===== src/pic_pkg.sv =====
// Shared types and constants for the platform interrupt controller.
// Used by pic_ctrl, pic_dp and the top level; depends on nothing.
package pic_pkg;

	localparam int NumCtx    = 2;
	localparam int SrcBits   = 7;
	localparam int PrioBits  = 3;
	localparam int RowSrcs   = 8;
	localparam int NumRows   = 16;
	localparam int RowBits   = RowSrcs * PrioBits;
	localparam int VecBits   = 128;

	localparam logic [1:0] CMD_READ    = 2'd0;
	localparam logic [1:0] CMD_WRITE   = 2'd1;
	localparam logic [1:0] CMD_REQUEST = 2'd2;

	localparam logic [20:0] ENABLE_BASE  = 21'h002000;
	localparam logic [25:0] CONTEXT_BASE = 26'h0200000;
	localparam logic [11:0] REG_THRESH   = 12'h000;
	localparam logic [11:0] REG_CLAIM    = 12'h004;
	localparam logic [4:0]  SCAN_LAST    = 5'd16;

	typedef enum logic [2:0] {
		ST_IDLE,
		ST_EXEC,
		ST_PRIO_WB,
		ST_SCAN1,
		ST_CLAIM,
		ST_SCAN2,
		ST_OUT
	} pic_state_t;

	typedef struct packed {
		logic load_in;
		logic exec;
		logic prio_wb;
		logic scan;
		logic claim;
		logic load_out;
	} pic_cmd_t;

	typedef struct packed {
		logic is_prio;
		logic is_claim;
		logic scan_done;
		logic out_free;
	} pic_status_t;

endpackage


===== src/pic_ctrl.sv =====
// Sequencing state machine of the interrupt controller.
// Depends on pic_pkg; drives the datapath through pic_cmd_t.
module pic_ctrl (
	input  logic                 clk,
	input  logic                 arst_n,
	input  logic                 in_valid,
	output logic                 in_stall,
	input  pic_pkg::pic_status_t status,
	output pic_pkg::pic_cmd_t    cmd
);
	import pic_pkg::*;

	pic_state_t state_q, state_d;

	always_ff @(posedge clk or negedge arst_n) begin
		if (!arst_n) begin
			state_q <= ST_IDLE;
		end else begin
			state_q <= state_d;
		end
	end

	always_comb begin
		state_d = state_q;
		case (state_q)
			ST_IDLE: begin
				if (in_valid) state_d = ST_EXEC;
			end
			ST_EXEC: begin
				if (status.is_prio) state_d = ST_PRIO_WB;
				else if (status.is_claim) state_d = ST_SCAN1;
				else state_d = ST_SCAN2;
			end
			ST_PRIO_WB: state_d = ST_SCAN2;
			ST_SCAN1: begin
				if (status.scan_done) state_d = ST_CLAIM;
			end
			ST_CLAIM: state_d = ST_SCAN2;
			ST_SCAN2: begin
				if (status.scan_done) state_d = ST_OUT;
			end
			ST_OUT: begin
				if (status.out_free) state_d = ST_IDLE;
			end
			default: state_d = ST_IDLE;
		endcase
	end

	always_comb begin
		cmd = '0;
		in_stall = 1'b1;
		case (state_q)
			ST_IDLE: begin
				in_stall = 1'b0;
				cmd.load_in = in_valid;
			end
			ST_EXEC:    cmd.exec = 1'b1;
			ST_PRIO_WB: cmd.prio_wb = 1'b1;
			ST_SCAN1:   cmd.scan = 1'b1;
			ST_CLAIM:   cmd.claim = 1'b1;
			ST_SCAN2:   cmd.scan = 1'b1;
			ST_OUT:     cmd.load_out = status.out_free;
			default:    cmd = '0;
		endcase
	end

endmodule


===== src/pic_dp.sv =====
// Register file, priority memory, claim search and result register.
// Depends on pic_pkg; controlled by pic_ctrl.
module pic_dp (
	input  logic                 clk,
	input  logic                 arst_n,
	input  pic_pkg::pic_cmd_t    cmd,
	output pic_pkg::pic_status_t status,
	input  logic [1:0]           command,
	input  logic [25:0]          address,
	input  logic [31:0]          write_data,
	input  logic [6:0]           source_id,
	output logic                 out_valid,
	input  logic                 out_stall,
	output logic [31:0]          read_data,
	output logic [1:0]           context_irq
);
	import pic_pkg::*;

	logic [1:0]  cmd_q;
	logic [25:0] addr_q;
	logic [31:0] data_q;
	logic [6:0]  src_q;

	logic [VecBits-1:0] pend_q, insvc_q;
	logic [VecBits-1:0] en_q [NumCtx];
	logic [PrioBits-1:0] thr_q [NumCtx];
	logic [SrcBits-1:0] best_id_q [NumCtx];
	logic [PrioBits-1:0] best_p_q [NumCtx];
	logic [31:0] rd_q;
	logic [4:0]  cnt_q;

	logic [RowBits-1:0] prio_mem [NumRows];
	logic [NumRows-1:0] row_vld_q;
	logic [RowBits-1:0] mem_rd_s1;
	logic               mem_vld_s1;

	logic        out_valid_q;
	logic [31:0] out_rd_q;
	logic [1:0]  out_irq_q;

	logic        aligned, prio_hit, pend_hit, en_hit, ctx_hit;
	logic [20:0] en_off;
	logic [25:0] ctx_off;
	logic        en_ctx, ctx_sel;
	logic [1:0]  en_word, pend_word;
	logic [6:0]  prio_id;
	logic [3:0]  rd_row, scan_row;
	logic        mem_we;
	logic [RowBits-1:0] row_base, row_wdata;
	logic [31:0] en_mask;
	logic        cpl_ok;
	logic [SrcBits-1:0] nb_id [NumCtx];
	logic [PrioBits-1:0] nb_p [NumCtx];

	assign aligned   = (addr_q[1:0] == 2'b00);
	assign prio_id   = addr_q[8:2];
	assign prio_hit  = aligned && (addr_q[25:9] == '0) && (prio_id != '0);
	assign pend_hit  = aligned && (addr_q[25:13] == '0) && addr_q[12] && (addr_q[11:4] == '0);
	assign pend_word = addr_q[3:2];
	assign en_off    = addr_q[20:0] - ENABLE_BASE;
	assign en_hit    = aligned && (addr_q[25:21] == '0) && (addr_q[20:13] != '0)
		&& (en_off[20:8] == '0) && (en_off[6:4] == '0);
	assign en_ctx    = en_off[7];
	assign en_word   = en_off[3:2];
	assign ctx_off   = addr_q - CONTEXT_BASE;
	assign ctx_hit   = aligned && (addr_q[25:21] != '0) && (ctx_off[25:13] == '0);
	assign ctx_sel   = ctx_off[12];
	assign en_mask   = (en_word == 2'd0) ? 32'hFFFF_FFFE : 32'hFFFF_FFFF;
	assign cpl_ok    = (data_q[31:7] == '0) && (data_q[6:0] != '0)
		&& en_q[ctx_sel][data_q[6:0]];

	assign status.is_prio   = prio_hit && (cmd_q == CMD_READ || cmd_q == CMD_WRITE);
	assign status.is_claim  = ctx_hit && (cmd_q == CMD_READ) && (addr_q[11:0] == REG_CLAIM);
	assign status.scan_done = (cnt_q == SCAN_LAST);
	assign status.out_free  = !out_valid_q || !out_stall;

	assign rd_row    = cmd.scan ? cnt_q[3:0] : prio_id[6:3];
	assign scan_row  = cnt_q[3:0] - 4'd1;
	assign row_base  = mem_vld_s1 ? mem_rd_s1 : '0;
	assign mem_we    = cmd.prio_wb && (cmd_q == CMD_WRITE);

	always_comb begin
		row_wdata = row_base;
		row_wdata[prio_id[2:0]*PrioBits +: PrioBits] = data_q[PrioBits-1:0];
	end

	always_comb begin
		logic [SrcBits-1:0] id;
		logic [PrioBits-1:0] p;
		for (int c = 0; c < NumCtx; c++) begin
			nb_id[c] = best_id_q[c];
			nb_p[c]  = best_p_q[c];
			for (int k = 0; k < RowSrcs; k++) begin
				id = {scan_row, k[2:0]};
				p  = row_base[k*PrioBits +: PrioBits];
				if (pend_q[id] && !insvc_q[id] && en_q[c][id] && (p > nb_p[c])) begin
					nb_id[c] = id;
					nb_p[c]  = p;
				end
			end
		end
	end

	always_ff @(posedge clk) begin
		if (mem_we) prio_mem[prio_id[6:3]] <= row_wdata;
		mem_rd_s1 <= prio_mem[rd_row];
	end

	always_ff @(posedge clk) begin
		if (cmd.load_in) begin
			cmd_q  <= command;
			addr_q <= address;
			data_q <= write_data;
			src_q  <= source_id;
		end
		if (cmd.scan) begin
			for (int c = 0; c < NumCtx; c++) begin
				if (cnt_q == '0) begin
					best_id_q[c] <= '0;
					best_p_q[c]  <= thr_q[c];
				end else begin
					best_id_q[c] <= nb_id[c];
					best_p_q[c]  <= nb_p[c];
				end
			end
		end
		if (cmd.load_out) begin
			out_rd_q <= rd_q;
			for (int c = 0; c < NumCtx; c++) out_irq_q[c] <= (best_id_q[c] != '0);
		end
	end

	always_ff @(posedge clk or negedge arst_n) begin
		if (!arst_n) begin
			pend_q      <= '0;
			insvc_q     <= '0;
			for (int c = 0; c < NumCtx; c++) begin
				en_q[c]  <= '0;
				thr_q[c] <= '0;
			end
			row_vld_q   <= '0;
			mem_vld_s1  <= 1'b0;
			cnt_q       <= '0;
			rd_q        <= '0;
			out_valid_q <= 1'b0;
		end else begin
			mem_vld_s1 <= row_vld_q[rd_row];
			cnt_q <= (cmd.scan && !status.scan_done) ? cnt_q + 5'd1 : '0;
			if (cmd.load_in) rd_q <= '0;
			if (cmd.exec) begin
				case (cmd_q)
					CMD_REQUEST: begin
						if (src_q != '0) pend_q[src_q] <= 1'b1;
					end
					CMD_WRITE: begin
						if (en_hit) en_q[en_ctx][en_word*32 +: 32] <= data_q & en_mask;
						if (ctx_hit && addr_q[11:0] == REG_THRESH)
							thr_q[ctx_sel] <= data_q[PrioBits-1:0];
						if (ctx_hit && addr_q[11:0] == REG_CLAIM && cpl_ok)
							insvc_q[data_q[6:0]] <= 1'b0;
					end
					CMD_READ: begin
						if (pend_hit) rd_q <= pend_q[pend_word*32 +: 32];
						if (en_hit) rd_q <= en_q[en_ctx][en_word*32 +: 32];
						if (ctx_hit && addr_q[11:0] == REG_THRESH)
							rd_q <= {29'd0, thr_q[ctx_sel]};
					end
					default: rd_q <= '0;
				endcase
			end
			if (cmd.prio_wb) begin
				if (mem_we) row_vld_q[prio_id[6:3]] <= 1'b1;
				else rd_q <= {29'd0, row_base[prio_id[2:0]*PrioBits +: PrioBits]};
			end
			if (cmd.claim) begin
				rd_q <= {25'd0, best_id_q[ctx_sel]};
				if (best_id_q[ctx_sel] != '0) begin
					pend_q[best_id_q[ctx_sel]]  <= 1'b0;
					insvc_q[best_id_q[ctx_sel]] <= 1'b1;
				end
			end
			if (cmd.load_out) out_valid_q <= 1'b1;
			else if (!out_stall) out_valid_q <= 1'b0;
		end
	end

	assign out_valid   = out_valid_q;
	assign read_data   = out_rd_q;
	assign context_irq = out_irq_q;

`ifndef ASSERT_OFF
	a_cnt_range: assert property (@(posedge clk) disable iff (!arst_n)
		cnt_q <= SCAN_LAST) else $error("scan counter overrun");
	a_load_free: assert property (@(posedge clk) disable iff (!arst_n)
		cmd.load_out |-> (!out_valid_q || !out_stall)) else $error("result overwritten");
	a_src0_clear: assert property (@(posedge clk) disable iff (!arst_n)
		!pend_q[0] && !en_q[0][0]) else $error("source zero marked");
`endif

endmodule


===== src/platform_interrupt_controller.sv =====
// Top level of the platform interrupt controller: joins pic_ctrl and pic_dp.
// Every beat ends with a claim search for the interrupt lines; a claim read runs
// one before the claim too. Each claim search scans 16 memory rows of 8 sources.
// One beat is in flight at a time; the next is taken once the result is registered.
// arst_n clears all priorities, pending, in-service, enable and threshold state.
module platform_interrupt_controller (
	input  logic        clk,
	input  logic        arst_n,
	input  logic        in_valid,
	output logic        in_stall,
	input  logic [1:0]  command,
	input  logic [25:0] address,
	input  logic [31:0] write_data,
	input  logic [6:0]  source_id,
	output logic        out_valid,
	input  logic        out_stall,
	output logic [31:0] read_data,
	output logic [1:0]  context_irq
);
	import pic_pkg::*;

	pic_cmd_t    cmd;
	pic_status_t status;

	pic_ctrl u_ctrl (
		.clk      (clk),
		.arst_n   (arst_n),
		.in_valid (in_valid),
		.in_stall (in_stall),
		.status   (status),
		.cmd      (cmd)
	);

	pic_dp u_dp (
		.clk         (clk),
		.arst_n      (arst_n),
		.cmd         (cmd),
		.status      (status),
		.command     (command),
		.address     (address),
		.write_data  (write_data),
		.source_id   (source_id),
		.out_valid   (out_valid),
		.out_stall   (out_stall),
		.read_data   (read_data),
		.context_irq (context_irq)
	);

endmodule


===== config.mk =====
export PLATFORM = sky130hd
export DESIGN_NAME = platform_interrupt_controller
export DESIGN_NICKNAME = d
export VERILOG_FILES = /design/src/pic_pkg.sv /design/src/pic_ctrl.sv /design/src/pic_dp.sv /design/src/platform_interrupt_controller.sv
export SDC_FILE = /design/constraint.sdc
export NUM_CORES = 2
export LEC_CHECK = 0
export BUFFER_PORTS_ARGS = -buffer_cell sky130_fd_sc_hd__buf_2
export CORE_MARGIN = 3
export CORE_UTILIZATION = 63
export CTS_CLUSTER_DIAMETER = 100
export DETAILED_ROUTE_END_ITERATION = 6
export PLACE_DENSITY = 0.8
export SYNTH_ARGS = -nofsm -noshare
export SYNTH_HDL_FRONTEND = slang
export SYNTH_HIERARCHICAL = 1
export SYNTH_SLANG_ARGS = --single-unit

===== constraint.sdc =====
create_clock -name clk -period 13.21 [get_ports clk]
set_clock_uncertainty 0.15 [all_clocks]
set_input_delay 1.321 -clock clk [delete_from_list [all_inputs] [get_ports clk]]
set_output_delay 1.321 -clock clk [all_outputs]
set_load 0.01 [all_outputs]

==> After elaboration in Yosys (flattened, before gate mapping) <==
Memory sizes are Yosys's and may differ from the RTL's. A register that Yosys moved wholly into a read port is not among the register bits.
Index checks and enable logic that the tools add are counted.
{ "op_classes": {"addsub": 6, "multipliers": 1, "n_lt_le_gt_ge": 37, "eq_ne": 15, "shift": 7, "mux": 175, "n_bitwise": 14, "reduce_logical": 109} }
{ "op_table": {"columns": ["operator", "count"], "rows": [
  ["2-to-1 mux 128 bit", 17],
  ["AND 128 bit", 2],
  ["bitwise mux 256 bit", 1],
  ["2-to-1 mux 32 bit", 8],
  ["NOT 128 bit", 2],
  ["OR 128 bit", 2],
  ["indexed part select 128 x 8 -> 32 bit", 2],
  ["binary-select mux 1 bit (select 4 bit)", 33],
  ["demux 128 bit (select 1 bit)", 1],
  ["variable shift 32 x 34 -> 128 bit, first input constant", 1],
  ["indexed part select 32 x 34 -> 128 bit", 1],
  ["2-to-1 mux 7 bit", 18],
  ["< comparator 7 x 8 -> 1 bit, second input constant", 11],
  ["2-to-1 mux 3 bit", 28],
  ["logical AND 1 bit", 67],
  ["one-hot mux 32 bit (2 select lines)", 1],
  ["2-to-1 mux 1 bit", 56],
  ["greater-than comparator 3 bit", 16],
  ["nonzero test 7 bit", 6],
  ["zero test 13 bit", 3],
  ["negation 5 -> 34 bit", 1],
  ["negation 7 -> 34 bit", 1],
  ["variable shift 3 x 34 -> 24 bit, first input constant", 1],
  ["indexed part select 3 x 34 -> 24 bit", 1],
  ["49 further kinds", 84]
]} }
{ "word_totals": {"ff_bits": 677, "mem_bits_rw": 404, "in_bits": 71, "out_inout_bits": 36, "elab_cells": 385, "mem_count": 3} }
{ "memory_table": {"columns": ["memory", "words", "width", "rd", "rd_clocked_by_memory_dff", "wr", "line", "rtl"], "rows": [
  ["u_dp.prio_mem", 16, 24, 1, 1, 1, "pic_dp.sv:32", "logic [RowBits-1:0] prio_mem [NumRows];"],
  ["u_dp.best_id_q", 2, 7, 3, 0, 2, "pic_dp.sv:27", "logic [SrcBits-1:0] best_id_q [NumCtx];"],
  ["u_dp.best_p_q", 2, 3, 2, 0, 2, "pic_dp.sv:28", "logic [PrioBits-1:0] best_p_q [NumCtx];"]
]} }

==> Depth between registers and ports, before layout <==
{ "logic_depth": {"word_depth": 30, "ltp_mapped": 59, "depth_no_buf": 57} }

==> Cells and area by module <==
The synthesis kept the hierarchy.
{ "modules_own_cells": {"columns": ["module", "n_inst", "cells_each", "area_each_um2", "seq_area_each_um2"], "rows": [
  ["pic_dp", 1, 4565, 53837.9, 29983.8],
  ["pic_ctrl", 1, 32, 260.2, 75.1]
]} }

==> Worst setup path before layout <==
Ideal clock, no wire load.
{ "synth_timing": {"path_kind": "flip-flop to flip-flop", "startpoint": "reg u_dp.cnt_q[1]", "endpoint": "mem u_dp.best_id_q[0][0] (enable)", "setup_time_ns": 0.328, "arrival_ns": 11.024, "required_ns": 12.732, "path_slack_ns": 1.708, "path_stages_with_launch": 56, "n_path_buf": 3, "synth_period_minus_slack_ns": 11.502, "cell_sequence": "dfrtp_1 > clkbuf_1 > inv_1 > ha_1 > buf_2 > inv_1 > mux4_2 > o2111ai_1 > o2111ai_4 > nand2_1 > o21ai_0 > ha_1 > nor2_1 > maj3_1 > maj3_2 > a21oi_1 > nor2_1 > ha_1 > (+20 left out) > and2_1 > o21ai_0 > o22ai_1 > ha_1 > nor2b_1 > o21a_1 > o21ai_0 > a2111oi_1 > mux2_2 > ha_1 > a21o_1 > a21oi_1 > a31oi_1 > and4_1 > clkbuf_1 > nor2_1 > a21oi_1 > nand2b_1"} }
{ "synth_lines": {"columns": ["item", "line", "rtl"], "rows": [
  ["start, declared", "pic_dp.sv:30", "logic [4:0] cnt_q;"],
  ["start signal, assigned", "pic_dp.sv:148", "cnt_q <= (cmd.scan && !status.scan_done) ? cnt_q + 5'd1 : '0;"],
  ["end, declared", "pic_dp.sv:27", null]
]} }

==> run summary <==
placed cell area - 56080 um^2
WP data arrival - 13000 ps
Detailed Place HPWL - 116700 um
initial drt markers - 6786
top-count cell post-synth - nand2_1
Worst Path Max Fanout - 9
clock sinks - 1105
status - finished with violations
via count - 42045
CTS tree - done
largest family of logic cells by synthesized area - multiplexers
DRC Markers - 4
Area contributors post-synth - edfxtp_1 (28%), dfrtp_1 (27%), mux4_2 (14%)
WL per Instance - 30.68 um
Setup WS pre-CTS - 20.36 ps
Worst Path Buf+Inv - 7
FF+latch count, synth - 1105
Detailed Route WL - 180400 um
post-synthesis simple-gate area fraction - 13.35%
pwr dens - 181.0 nW/um^2
die width - 299.0 um
gr ovfl total - 0
Yosys top cell by area - edfxtp_1
largest net degree at the start of global routing - 149
CTS hold repair buffers - 0
initial antenna violation count - 11
mux contribution to synthesized area - 15.41%
share of layout cells above drive strength 1 - 17.94%
DR vias/cell - 7.153
clock latency on the worst-skew pair - 720 ps
CTS H-tree lvls - 3
Gate Count Post-Synth - 4597
sequential-to-total area share from yosys stat - 55.56%
CP Data Required Time - 13590 ps
post-synthesis adder-cell area fraction - 1.057%
Worst VDD drop - 0.1545 mV
GRT Util Overall - 40.51%
setup violators final - 0
Syn. warnings - 6
Slew Viols, Final - 0
Initial Utilization - 64.13%
startpoint types - register
cell area after layout - 59860 um^2
Synth Flop Type - dfrtp_1
Root Buffer - clkbuf_16
slowest CP cell - mux4_2
# IOs - 107
crit path capture - u_dp/best_p_q[1][1]
core footprint - 84350 um^2
failing checks - design-rule violations, max-capacitance violations
Worst Hold Class - reg -> reg
Clock Path Buffers - 3
Initial DRT Pass Iterations - 7
Net count, final - 4755
first-pass GRT wire length - 266300 um
minimum clock period - 12620 ps
layout overhead on the synthesized area - 10.66%
# fillers - 5743
TritonCTS buffer count - 110
hold_ws - 220.5 ps
Syn Std Cell Area - 54100 um^2
max_cap viols - 1
Synth Area in Compound Gates - 11.62%
CP max stage delay - 470 ps
die area - 89420 um^2
Netlist cell types - 100
vias in the first global route - 40892
Worst path depth - 55
row cnt - 106
Final Util - 70.97%
Max-slew headroom - 0.02779%
reg-to-reg endpoint - u_dp/best_p_q[1][1]
IO buf count - 106
clock-pin transition on the worst setup and hold timing paths - 60 ps
worst-case reg-to-reg path depth - 55
crit path from - u_dp/cnt_q[0]
XOR/XNOR share of the synthesized area - 0.1295%
Post-Syn Area per Cell - 11.77 um^2
Worst path most repeated cell - ha_1
Async SR Flop Fraction - 52.13%
Final GP Congestion - 1.047
final hold vios - 0
most common library cells after synthesis - nand2_1 (868), dfrtp_1 (576), edfxtp_1 (505)
final worst-path cycle share - 95.56%
Net Count, Synth - 4708
Die H - 299.0 um
CP Class - reg -> reg
Critical Path End Type - register
Yosys top cell area share - 28.03%
Leak - 23.88 nW
antenna viol nets, final - 0
Tightest Pin Transition - 1494 ps
EDFF count, synth - 505
Final Power - 10.84 mW
r2r setup slk - 590 ps
fmax - 79.22 MHz
Setup WS post-layout - 586.7 ps
worst flop-to-flop path startpoint - u_dp/cnt_q[0]
CP top delay family - adder cells
[report_power, final]
group	switching (mW)	internal [mW]	leakage (nW)
clock network	1.36	1.78	1.76
registers	0.240	4.01	12.9
logic	2.20	1.25	9.26
total	3.80	7.04	23.9
[kinds of logic after synthesis]
kind of cell,after synthesis
xor gates and xnor gates,8
muxes,421
AOI/OAI and AO/OA,987
buffers and inverters,375
adders and majority gates,47
and+or+nand+nor,1654
DFF,1105
[area by class of cell]
class                   instances  area (um^2)  area share, %
flip-flops and latches       1105        30060          50.22
multi-input cells            3117        22910          38.28
clock buffers                 146         3019          5.043
repair buffers                228         1531          2.558
well taps                    1134         1419          2.370
clock inverters                59        586.8         0.9803
inverters                      82        312.8         0.5225
diodes                          7        17.52        0.02926
[timing repair]
action / 4_1_cts / 5_1_grt
gates cloned: 0 / 1
gates resized for setup: 1 / 8
setup endpoints to repair: 7 / 20
setup buffers: 0 / 12
pin swaps: 0 / 2
[registers in the layout, indices dropped and copies added (netlist names), 2 cells and up]
signal / cells
u_dp/rd_q: 32
u_dp/cnt_q: 5
u_dp/prio_mem: 384
u_dp/en_q: 256
u_dp/best_id_q: 14
u_dp/insvc_q: 128
u_dp/pend_q: 128
u_dp/thr_q: 6
u_dp/data_q: 32
u_dp/row_vld_q: 16
u_dp/read_data: 32
u_dp/src_q: 7
u_dp/addr_q: 26
u_dp/cmd_q: 2
u_dp/context_irq: 2
u_dp/mem_rd_s1: 24
u_dp/best_p_q: 6
u_ctrl/state_q: 3
[cells in the final DEF, fill, tap and decap left out, types with 22 or more instances in the layout]
| master | n |
|---|---|
| o22a_1 | 26 |
| nand3_1 | 48 |
| nor3b_1 | 25 |
| a2bb2oi_1 | 24 |
| edfxtp_1 | 505 |
| o21ai_0 | 316 |
| nor2_1 | 402 |
| clkbuf_1 | 24 |
| a21oi_1 | 171 |
| inv_1 | 78 |
| buf_2 | 105 |
| mux2i_1 | 70 |
| clkbuf_16 | 112 |
| o22ai_1 | 31 |
| dfrtp_1 | 575 |
| a21o_1 | 133 |
| nand3b_1 | 22 |
| dfxtp_1 | 24 |
| clkinv_2 | 22 |
| nor3_2 | 22 |
| nor3_1 | 25 |
| and2_1 | 50 |
| ha_1 | 38 |
| buf_4 | 117 |
| nand2b_1 | 40 |
| nand2_1 | 865 |
| a31oi_1 | 79 |
| a211oi_1 | 64 |
| mux4_2 | 326 |
[per-stage QoR]
stage | instances | TNS [ps]
after global routing | 5871 | -4.289
after global placement | 5653 | 0
after floorplan | 4597 | 0
after detailed placement | 5653 | 0
final | 5878 | 0
after CTS | 5858 | 0
[worst min path at each step]
| stage | from | to | slack (ps) | cells after the start |
|---|---|---|---|---|
| finish | u_dp/insvc_q[0] | u_dp/insvc_q[0] | 220 | 0 |
| global route | u_dp/insvc_q[0] | u_dp/insvc_q[0] | 240 | 0 |
| CTS | u_dp/insvc_q[0] | u_dp/insvc_q[0] | 230 | 0 |
| detailed placement | u_dp/insvc_q[0] | u_dp/insvc_q[0] | 210 | 0 |
| global placement | u_dp/insvc_q[0] | u_dp/insvc_q[0] | 210 | 0 |
| floorplan | u_dp/insvc_q[0] | u_dp/insvc_q[0] | 270 | 1 |
[layer usage]
metal / track usage [%] / up-vias / routed length, um
met5: 0 / - / 69
met4: 23.88 / 10 / 13330
met3: 15.34 / 828 / 26370
met2: 58.58 / 3388 / 78220
met1: 52.72 / 20688 / 62380
li1: - / 17131 / -
(Power assumes the default switching activity.)
